**config.mk**
```make
export PLATFORM = sky130hd
export DESIGN_NAME = nested_pixel_to_ring_coords_unit
export DESIGN_NICKNAME = d
export VERILOG_FILES = /design/src/hdl/nprc_pkg.sv /design/src/hdl/nested_pixel_to_ring_coords_unit.sv
export SDC_FILE = /design/constraint.sdc
export NUM_CORES = 1
export LEC_CHECK = 0
export BUFFER_PORTS_ARGS = -buffer_cell sky130_fd_sc_hd__buf_2
export CAP_MARGIN = 20
export CORE_ASPECT_RATIO = 1.1
export CORE_MARGIN = 2
export CORE_UTILIZATION = 42
export CTS_CLUSTER_SIZE = 40
export DETAILED_ROUTE_END_ITERATION = 6
export SLEW_MARGIN = 20
export SYNTH_ARGS = -nofsm -noshare
export SYNTH_HDL_FRONTEND = slang
export SYNTH_SLANG_ARGS = --single-unit
```
**constraint.sdc**
```tcl
create_clock -name clk -period 8.4 [get_ports clk]
set_clock_uncertainty 0.2 [all_clocks]
set_input_delay 0.42 -clock clk [delete_from_list [all_inputs] [get_ports clk]]
set_output_delay 0.42 -clock clk [all_outputs]
set_load 0.01 [all_outputs]
```
**src/hdl/nprc_pkg.sv**
```systemverilog
// package for the nested pixel to ring coordinate unit
// field widths, face corner tables and default order limit; no dependencies

package nprc_pkg;

	localparam int unsigned ORDER_W       = 4;
	localparam int unsigned PIX_W         = 30;
	localparam int unsigned FACE_W        = 4;
	localparam int unsigned RING_W        = 15;
	localparam int unsigned POS_W         = 16;
	localparam int unsigned CNT_W         = 14;
	localparam int unsigned ZS_W          = 29;
	localparam int unsigned NUM_FACES     = 12;
	localparam int unsigned DEF_MAX_ORDER = 13;

	// ring row of each base face, in units of side
	function automatic logic [2:0] face_row(input logic [FACE_W-1:0] face);
		logic [2:0] r;
		case (face)
			4'd0, 4'd1, 4'd2, 4'd3: r = 3'd2;
			4'd4, 4'd5, 4'd6, 4'd7: r = 3'd3;
			default:                r = 3'd4;
		endcase
		return r;
	endfunction

	// phi column of each base face
	function automatic logic [2:0] face_col(input logic [FACE_W-1:0] face);
		logic [2:0] c;
		case (face)
			4'd0, 4'd8:  c = 3'd1;
			4'd1, 4'd9:  c = 3'd3;
			4'd2, 4'd10: c = 3'd5;
			4'd3, 4'd11: c = 3'd7;
			4'd4:        c = 3'd0;
			4'd5:        c = 3'd2;
			4'd6:        c = 3'd4;
			default:     c = 3'd6;
		endcase
		return c;
	endfunction

endpackage

```
**src/hdl/nested_pixel_to_ring_coords_unit.sv**
```systemverilog
// channel  | signals                         | moves
// in       | in_valid, in_ready, pixel_index | one nested pixel index per item
// out      | out_valid, out_ready, fields    | one ring coordinate result per item
// cfg      | cfg_we, cfg_wdata               | resolution order, no wait
//
// four register stages: de-interleave and range check, ring and region,
// the two small multiplies, then z and phi wrap into the output register.
// one item per cycle while the output is not stalled; out_valid is the stage 4 valid.
// each stage holds while the stage after it is full and stalled, so bubbles
// close up and no item is lost or repeated. arst_n clears valids and order.
// depends on nprc_pkg

module nested_pixel_to_ring_coords_unit
	import nprc_pkg::*;
#(
	parameter int unsigned MAX_ORDER = DEF_MAX_ORDER
) (
	input  logic                clk,
	input  logic                arst_n,
	input  logic                cfg_we,
	input  logic [ORDER_W-1:0]  cfg_wdata,
	input  logic                in_valid,
	output logic                in_ready,
	input  logic [PIX_W-1:0]    pixel_index,
	output logic                out_valid,
	input  logic                out_ready,
	output logic [FACE_W-1:0]   face_number,
	output logic [RING_W-1:0]   ring_index,
	output logic [POS_W-1:0]    ring_position,
	output logic [CNT_W-1:0]    ring_count,
	output logic                half_shift,
	output logic signed [ZS_W-1:0] z_scaled,
	output logic                range_error
);

	localparam int unsigned XY_W  = MAX_ORDER;
	localparam int unsigned NR_W  = MAX_ORDER + 1;
	localparam int unsigned JR_W  = MAX_ORDER + 3;
	localparam int unsigned NUM_W = NR_W + 5;
	localparam int unsigned SQ_W  = 2 * NR_W;
	localparam int unsigned Z_W   = 2 * MAX_ORDER + 3;

	logic [ORDER_W-1:0] order_q;
	logic v_s1, v_s2, v_s3, v_s4;
	logic en1, en2, en3, en4;

	always_ff @(posedge clk or negedge arst_n) begin
		if (!arst_n) begin
			order_q <= '0;
		end else if (cfg_we) begin
			order_q <= cfg_wdata;
		end
	end

	// each stage moves when empty or when the next one moves
	assign en4      = !v_s4 || out_ready;
	assign en3      = !v_s3 || en4;
	assign en2      = !v_s2 || en3;
	assign en1      = !v_s1 || en2;
	assign in_ready = en1;

	always_ff @(posedge clk or negedge arst_n) begin
		if (!arst_n) begin
			v_s1 <= 1'b0;
			v_s2 <= 1'b0;
			v_s3 <= 1'b0;
			v_s4 <= 1'b0;
		end else begin
			if (en1) v_s1 <= in_valid;
			if (en2) v_s2 <= v_s1;
			if (en3) v_s3 <= v_s2;
			if (en4) v_s4 <= v_s3;
		end
	end

	// stage 1: face, range check, bit de-interleave
	logic [ORDER_W-1:0] ord_c;
	logic [PIX_W-1:0]   face_full, face_mask, inface;
	logic [XY_W-1:0]    ix_c, iy_c;

	always_comb begin
		ord_c     = (order_q > ORDER_W'(MAX_ORDER)) ? ORDER_W'(MAX_ORDER) : order_q;
		face_full = pixel_index >> {ord_c, 1'b0};
		face_mask = (PIX_W'(1) << {ord_c, 1'b0}) - PIX_W'(1);
		inface    = pixel_index & face_mask;
		for (int k = 0; k < XY_W; k++) begin
			ix_c[k] = inface[2*k];
			iy_c[k] = inface[2*k+1];
		end
	end

	logic [ORDER_W-1:0] ord_s1;
	logic [FACE_W-1:0]  face_s1;
	logic               err_s1;
	logic [XY_W-1:0]    ix_s1, iy_s1;

	always_ff @(posedge clk) begin
		if (en1) begin
			ord_s1  <= ord_c;
			face_s1 <= face_full[FACE_W-1:0];
			err_s1  <= face_full >= PIX_W'(NUM_FACES);
			ix_s1   <= ix_c;
			iy_s1   <= iy_c;
		end
	end

	// stage 2: ring number and polar / equatorial region
	logic [JR_W-1:0] side_w, three_side, four_side, row_side, jr_c;
	logic [XY_W:0]   jrt_c;
	logic            north_c, south_c;
	logic [NR_W-1:0] nr_c;
	logic            kshift_c;
	logic signed [XY_W:0] jpt_c;

	always_comb begin
		side_w     = JR_W'(1) << ord_s1;
		three_side = (side_w << 1) + side_w;
		four_side  = side_w << 2;
		row_side   = JR_W'(face_row(face_s1)) << ord_s1;
		jrt_c      = {1'b0, ix_s1} + {1'b0, iy_s1};
		jr_c       = row_side - JR_W'(jrt_c) - JR_W'(1);
		north_c    = jr_c < side_w;
		south_c    = jr_c > three_side;
		if (north_c) begin
			nr_c = NR_W'(jr_c);
		end else if (south_c) begin
			nr_c = NR_W'(four_side - jr_c);
		end else begin
			nr_c = NR_W'(side_w);
		end
		// equatorial rings alternate their half-step offset
		kshift_c = !north_c && !south_c && (jr_c[0] ^ side_w[0]);
		jpt_c    = $signed({1'b0, ix_s1}) - $signed({1'b0, iy_s1});
	end

	logic [ORDER_W-1:0] ord_s2;
	logic [FACE_W-1:0]  face_s2;
	logic               err_s2, north_s2, south_s2, kshift_s2;
	logic [JR_W-1:0]    jr_s2;
	logic [NR_W-1:0]    nr_s2;
	logic signed [XY_W:0] jpt_s2;

	always_ff @(posedge clk) begin
		if (en2) begin
			ord_s2    <= ord_s1;
			face_s2   <= face_s1;
			err_s2    <= err_s1;
			north_s2  <= north_c;
			south_s2  <= south_c;
			kshift_s2 <= kshift_c;
			jr_s2     <= jr_c;
			nr_s2     <= nr_c;
			jpt_s2    <= jpt_c;
		end
	end

	// stage 3: nr squared and the phi numerator
	logic [NR_W+2:0] colnr_c;
	logic signed [NUM_W-1:0] num_c;

	always_comb begin
		colnr_c = (NR_W+3)'(face_col(face_s2)) * (NR_W+3)'(nr_s2);
		num_c   = NUM_W'($signed({1'b0, colnr_c})) + NUM_W'(jpt_s2)
			+ NUM_W'({1'b0, kshift_s2}) + NUM_W'(1);
	end

	logic [ORDER_W-1:0] ord_s3;
	logic [FACE_W-1:0]  face_s3;
	logic               err_s3, north_s3, south_s3, kshift_s3;
	logic [JR_W-1:0]    jr_s3;
	logic [NR_W-1:0]    nr_s3;
	logic [SQ_W-1:0]    nsq_s3;
	logic signed [NUM_W-1:0] num_s3;

	always_ff @(posedge clk) begin
		if (en3) begin
			ord_s3    <= ord_s2;
			face_s3   <= face_s2;
			err_s3    <= err_s2;
			north_s3  <= north_s2;
			south_s3  <= south_s2;
			kshift_s3 <= kshift_s2;
			jr_s3     <= jr_s2;
			nr_s3     <= nr_s2;
			nsq_s3    <= nr_s2 * nr_s2;
			num_s3    <= num_c;
		end
	end

	// stage 4: z and the halved, wrapped ring position
	logic [Z_W-1:0]          three_ss;
	logic [JR_W-1:0]         side2;
	logic signed [JR_W:0]    zd;
	logic signed [Z_W-1:0]   zd_ext, z_c;
	logic signed [NUM_W-1:0] num_adj, half, nl4, jp1, jp_c;

	always_comb begin
		three_ss = Z_W'(3) << {ord_s3, 1'b0};
		side2    = JR_W'(1) << (ord_s3 + ORDER_W'(1));
		zd       = $signed({1'b0, side2}) - $signed({1'b0, jr_s3});
		zd_ext   = Z_W'(zd);
		if (north_s3) begin
			z_c = three_ss - Z_W'(nsq_s3);
		end else if (south_s3) begin
			z_c = Z_W'(nsq_s3) - three_ss;
		end else begin
			z_c = zd_ext << (ord_s3 + ORDER_W'(1));
		end
		// halve toward zero
		num_adj = num_s3 + NUM_W'({1'b0, num_s3[NUM_W-1]});
		half    = num_adj >>> 1;
		nl4     = NUM_W'(1) << (ord_s3 + ORDER_W'(2));
		jp1     = (half > nl4) ? (half - nl4) : half;
		jp_c    = (jp1[NUM_W-1] || jp1 == '0) ? (jp1 + nl4) : jp1;
	end

	always_ff @(posedge clk) begin
		if (en4) begin
			range_error <= err_s3;
			if (err_s3) begin
				face_number   <= '0;
				ring_index    <= '0;
				ring_position <= '0;
				ring_count    <= '0;
				half_shift    <= 1'b0;
				z_scaled      <= '0;
			end else begin
				face_number   <= face_s3;
				ring_index    <= RING_W'(jr_s3);
				ring_position <= POS_W'(jp_c);
				ring_count    <= CNT_W'(nr_s3);
				half_shift    <= !kshift_s3;
				z_scaled      <= ZS_W'(z_c);
			end
		end
	end

	assign out_valid = v_s4;

endmodule

```
==> results.env <==
FINAL_LAYOUT_SIZE_SUFFIX_GT1_SHARE_PCT=8.65
SHARE_OF_THE_SYNTHESIZED_NETLIST_AREA_TAKEN_BY_XOR_AND_XNOR_GATES_PCT=6.06
SYNTHESIS.AREA_PER_INSTANCE_SQ_UM=9.05
MAX-CLOCK-PATH-BUFFERS=3
CRITICAL_PATH_REQUIRED_NS=8.62
CTS_HTREE_LEVELS=1
UPPER_CLOCK_FREQUENCY_LIMIT_GHz=0.130
HIGHEST-SIGNAL-LAYER='met4'
CLOCK_TREE_FROM_TRITONCTS='yes'
STARTING_UTILIZATION_OF_THE_CORE_AREA_PCT=42.4
GRT_USE_TOTAL_PCT=21.2
ROUTED_WIRE_LENGTH_PER_INSTANCE_UM=17.9
SYNTH_CELLS=3292
FINAL.HOLD.WORST_SLACK_NS=0.0289
DETAILEDROUTE.FIRSTPASSITERATIONCOUNT=5
OUTCOME='finished clean'
ROUTE.ANTENNA.REMAINING_NETS=0
REPORTED_MAX_CAP_VIOLATION_COUNT=0
N_ANTENNA_CELL=0
CTS.CLK_SLEW.WORST_PATHS_NS=0.06
END_KIND='flip-flop'
NUMBER_OF_PORTS_PLACED_ON_THE_DIE_BOUNDARY=121
SYN_TO_FINAL_GROWTH_PCT=9.64
GPL.FINAL_WEIGHTED_CONGESTION=0.914
NETLIST-CELL-TYPE-COUNT=104
SLEW_AT_THE_PIN_CLOSEST_TO_ITS_MAX_SLEW_LIMIT_NS=0.992
FINALWORSTPATHREQUIREDPERIOD_NS=7.68
NUMPORTBUFFERS=120
CRITICAL-PATH-MAX-STAGE-DELAY_NS=0.54
DRCVIOLATIONCOUNT=0
YOSYSWARNINGCOUNT=0
SYNTH_TOP_AREA_SHARE_PCT=26.0
ROUTE.LAYER.MET1.WL_UM=36100
POSTSYNTHREGISTERBITS=270
SYNTH-EDFF-COUNT=258
GRT_PASS1_WL_UM=125000
CTS-HOLD-FIX-BUFFERS=35
GRT_START_MAX_NET_PINS=87
PLACED_CELLS=4253
HOLD_VIO_CNT_FINAL=0
ROOT_BUFFER='clkbuf_16'
TRITONCTS_NUM_SINKS=270
SETUP_VIOL=0
CLK_LATENCY_NS=0.61
MAPPEDNETLISTNETS=3823
DIE_HEIGHT_UM=283
ROWS=102
NUMBER_OF_BUFFERS_CREATED_BY_CTS=31
NUMBER_OF_GLOBAL_ROUTE_VIAS_BEFORE_REPAIR=23403
ROUTE.MET3.WL_UM=3070
STANDARD_CELL_CORE_AREA_SQ_UM=70300
FINAL_NET_COUNT=3916
SLEW_VIOL_FINAL=0
TIMING.CRITICAL_PATH.FROM_TYPE='flip-flop'
FIRST_ITER_VIOLATIONS=1621
YOSYSSEQAREASHARE_PCT=26.9
WORST-SETUP-PATH-TYPE='reg -> reg'
NUMBER_OF_ANTENNA_VIOLATIONS_AT_THE_FIRST_CHECK_IN_GLOBAL_ROUTING=2
HPWL_UM=61600
SYNTH.AREA.TOP_CELLS='edfxtp_1, ha_1, fa_1'
CRITICAL_PATH_ARRIVAL_NS=7.90
YOSYS.AREA_SHARE.SIMPLE_PCT=15.6
DETAILED_ROUTE_VIAS_PER_INSTANCE=5.42
GRT.OVERFLOW.TOTAL=0
MUXSHAREOFSYNTHAREA_PCT=3.18
SYNTH_COMPOUND_AREA_SHARE_PCT=16.6
SYNTH_TOP_FAMILY_BY_AREA='adder cells'
YS.FLOP_TYPE='edfxtp_1'
TIMING.FINAL.CRIT_SHARE_PCT=91.4
MET2_LENGTH_UM=36600
CP_COMMON_CELL='a21oi_1'
SLEW_LIMIT_HEADROOM_PCT=33.8
SETUP_TNS_AFTER_FINAL_LAYOUT_NS=0
SYNTHESIZED_AREA_SQ_UM=29800
RSZ0062_AT_GRT='no'
LAYOUTNONFILLERINSTCOUNT=4346
SYNTHADDERAREAFRAC_PCT=24.5
WL_UM=78000
VIA_COUNT=23573
DIEAREA_SQ_UM=73100
DIE_W_UM=258
CRIT_PATH_MAX_FANOUT=17
ASYNCSETRESETFLOPFRACSYNTH_PCT=2.96
CRIT_SLOWEST_CELL='o41ai_1'
HOLDCRITPATHCLASS='in -> reg'
SYNTH_TOP_AREA_CELL='edfxtp_1'
RESIZE_COUNT_POST_CTS=0
CTS_SETUP_BUFFERS=0
sequential cells by signal, indices dropped and copies added (netlist names), 13 cells and up, named ones only:
signal / flops
ix_s1: 13
iy_s1: 13
jpt_s2: 14
jr_s2: 16
jr_s3: 16
nr_s2: 14
nr_s3: 14
nsq_s3: 26
num_s3: 19
ring_count: 14
ring_index: 15
ring_position: 16
z_scaled: 29
worst max-delay path: cells and delay by family (launching register included):
family	cells	cell delay (ns)
DFF	1	0.52
AOI/OAI and AO/OA	16	3.99
and+or+nand+nor	5	1.13
muxes	1	0.35
xor gates and xnor gates	2	0.37
adders and majority gates	3	0.94
cells in the final DEF (no fill, tap or decap), types with 23 or more instances in the layout:
cell type and instances:
mux2i_1 44, dlygate4sd3_1 35, a21oi_1 205, nand3_1 61, edfxtp_1 258, o21ai_0 126, ha_1 346, clkbuf_16 31
inv_1 430, and3_1 39, xor2_1 63, and2_1 65, nor3_1 78, fa_1 146, a21o_1 78, buf_2 120
nand2b_1 38, nor2_1 212, a211oi_1 28, xnor2_1 127, a31oi_1 28, buf_4 30, nand2_1 292, o21bai_1 30
nor2b_1 72, nand4_1 23
metal layers:
layer  GRT usage, %  up-vias
met4           6.04        0
li1               -    11696
met2           35.7      528
met5              0        -
met1           29.1    11252
met3           1.78       97
kinds of logic (layout without fill, tap and decap cells):
kind of cell	Yosys count	in the layout
adders and majority gates	497	497
and+or+nand+nor	957	957
muxes	76	76
xor gates and xnor gates	198	198
buffers and inverters	560	678
AOI/OAI and AO/OA	734	734
DFF	270	270
layout make-up:
class	instances	area, sq um
well taps	936	1170
fillers	6822	37600
multi-input cells	2462	19700
clock inverters	25	194
repair buffers	186	1190
inverters	434	1630
flip-flops and latches	270	8030
clock buffers	33	783
path summary, 6_finish.rpt:
| kind | startpoint | endpoint | slack, ns | cells after the start |
|---|---|---|---|---|
| worst max-delay path | ord_s3[2]$_DFFE_PP_ | ring_position[15]$_SDFFCE_PP0P_ | 0.72 | 27 |
| worst min-delay path | pixel_index[24] | ix_s1[12]$_DFFE_PN_ | 0.03 | 2 |
| worst max register to register | ord_s3[2]$_DFFE_PP_ | ring_position[15]$_SDFFCE_PP0P_ | 0.72 | 27 |
| worst min register to register | jr_s2[7]$_DFFE_PN_ | jr_s3[7]$_DFFE_PP_ | 0.21 | 0 |
| max in group asynchronous | arst_n | v_s3$_DFFE_PN0P_ | 7.07 | 3 |
| min in group asynchronous | arst_n | order_q[2]$_DFFE_PN0P_ | 0.62 | 3 |
metrics by stage:
| stage | cell area (sq um) | worst slack, ns | util [%] |
|---|---|---|---|
| finish | 32700 | 0.722 | 46.5 |
| global route | 32700 | 0.0430 | 46.5 |
| CTS | 32700 | 0.826 | 46.5 |
| detailed placement | 31300 | 0.873 | 44.6 |
| global placement | 31300 | 0.908 | 44.6 |
| floorplan | 29800 | 1.02 | - |
cell usage after synthesis (all sizes together) (8+ instances only):
master	count
a211oi	30
nor4	8
clkbuf	106
dfrtp	8
nor3	79
a2111oi	11
o21bai	30
and3	39
or2	18
a221oi	24
inv	434
o211ai	22
xor2	65
a311oi	8
a211o	13
nand2	294
and2	66
o311ai	12
mux4	13
o21ai	128
nor2	214
a311o	8
a21oi	206
a31oi	28
a22oi	12
o31ai	15
ha	346
or3	16
fa	146
buf	20
mux2i	44
nor2b	72
nand4	24
mux2	19
nand3	64
nand2b	38
a31o	10
edfxtp	258
o21a	19
xnor2	129
a221o	8
a21o	78
Power is left out: the tool's default activity adds up to more than one toggle a clock period on the data nets, which glitch-free logic cannot reach.
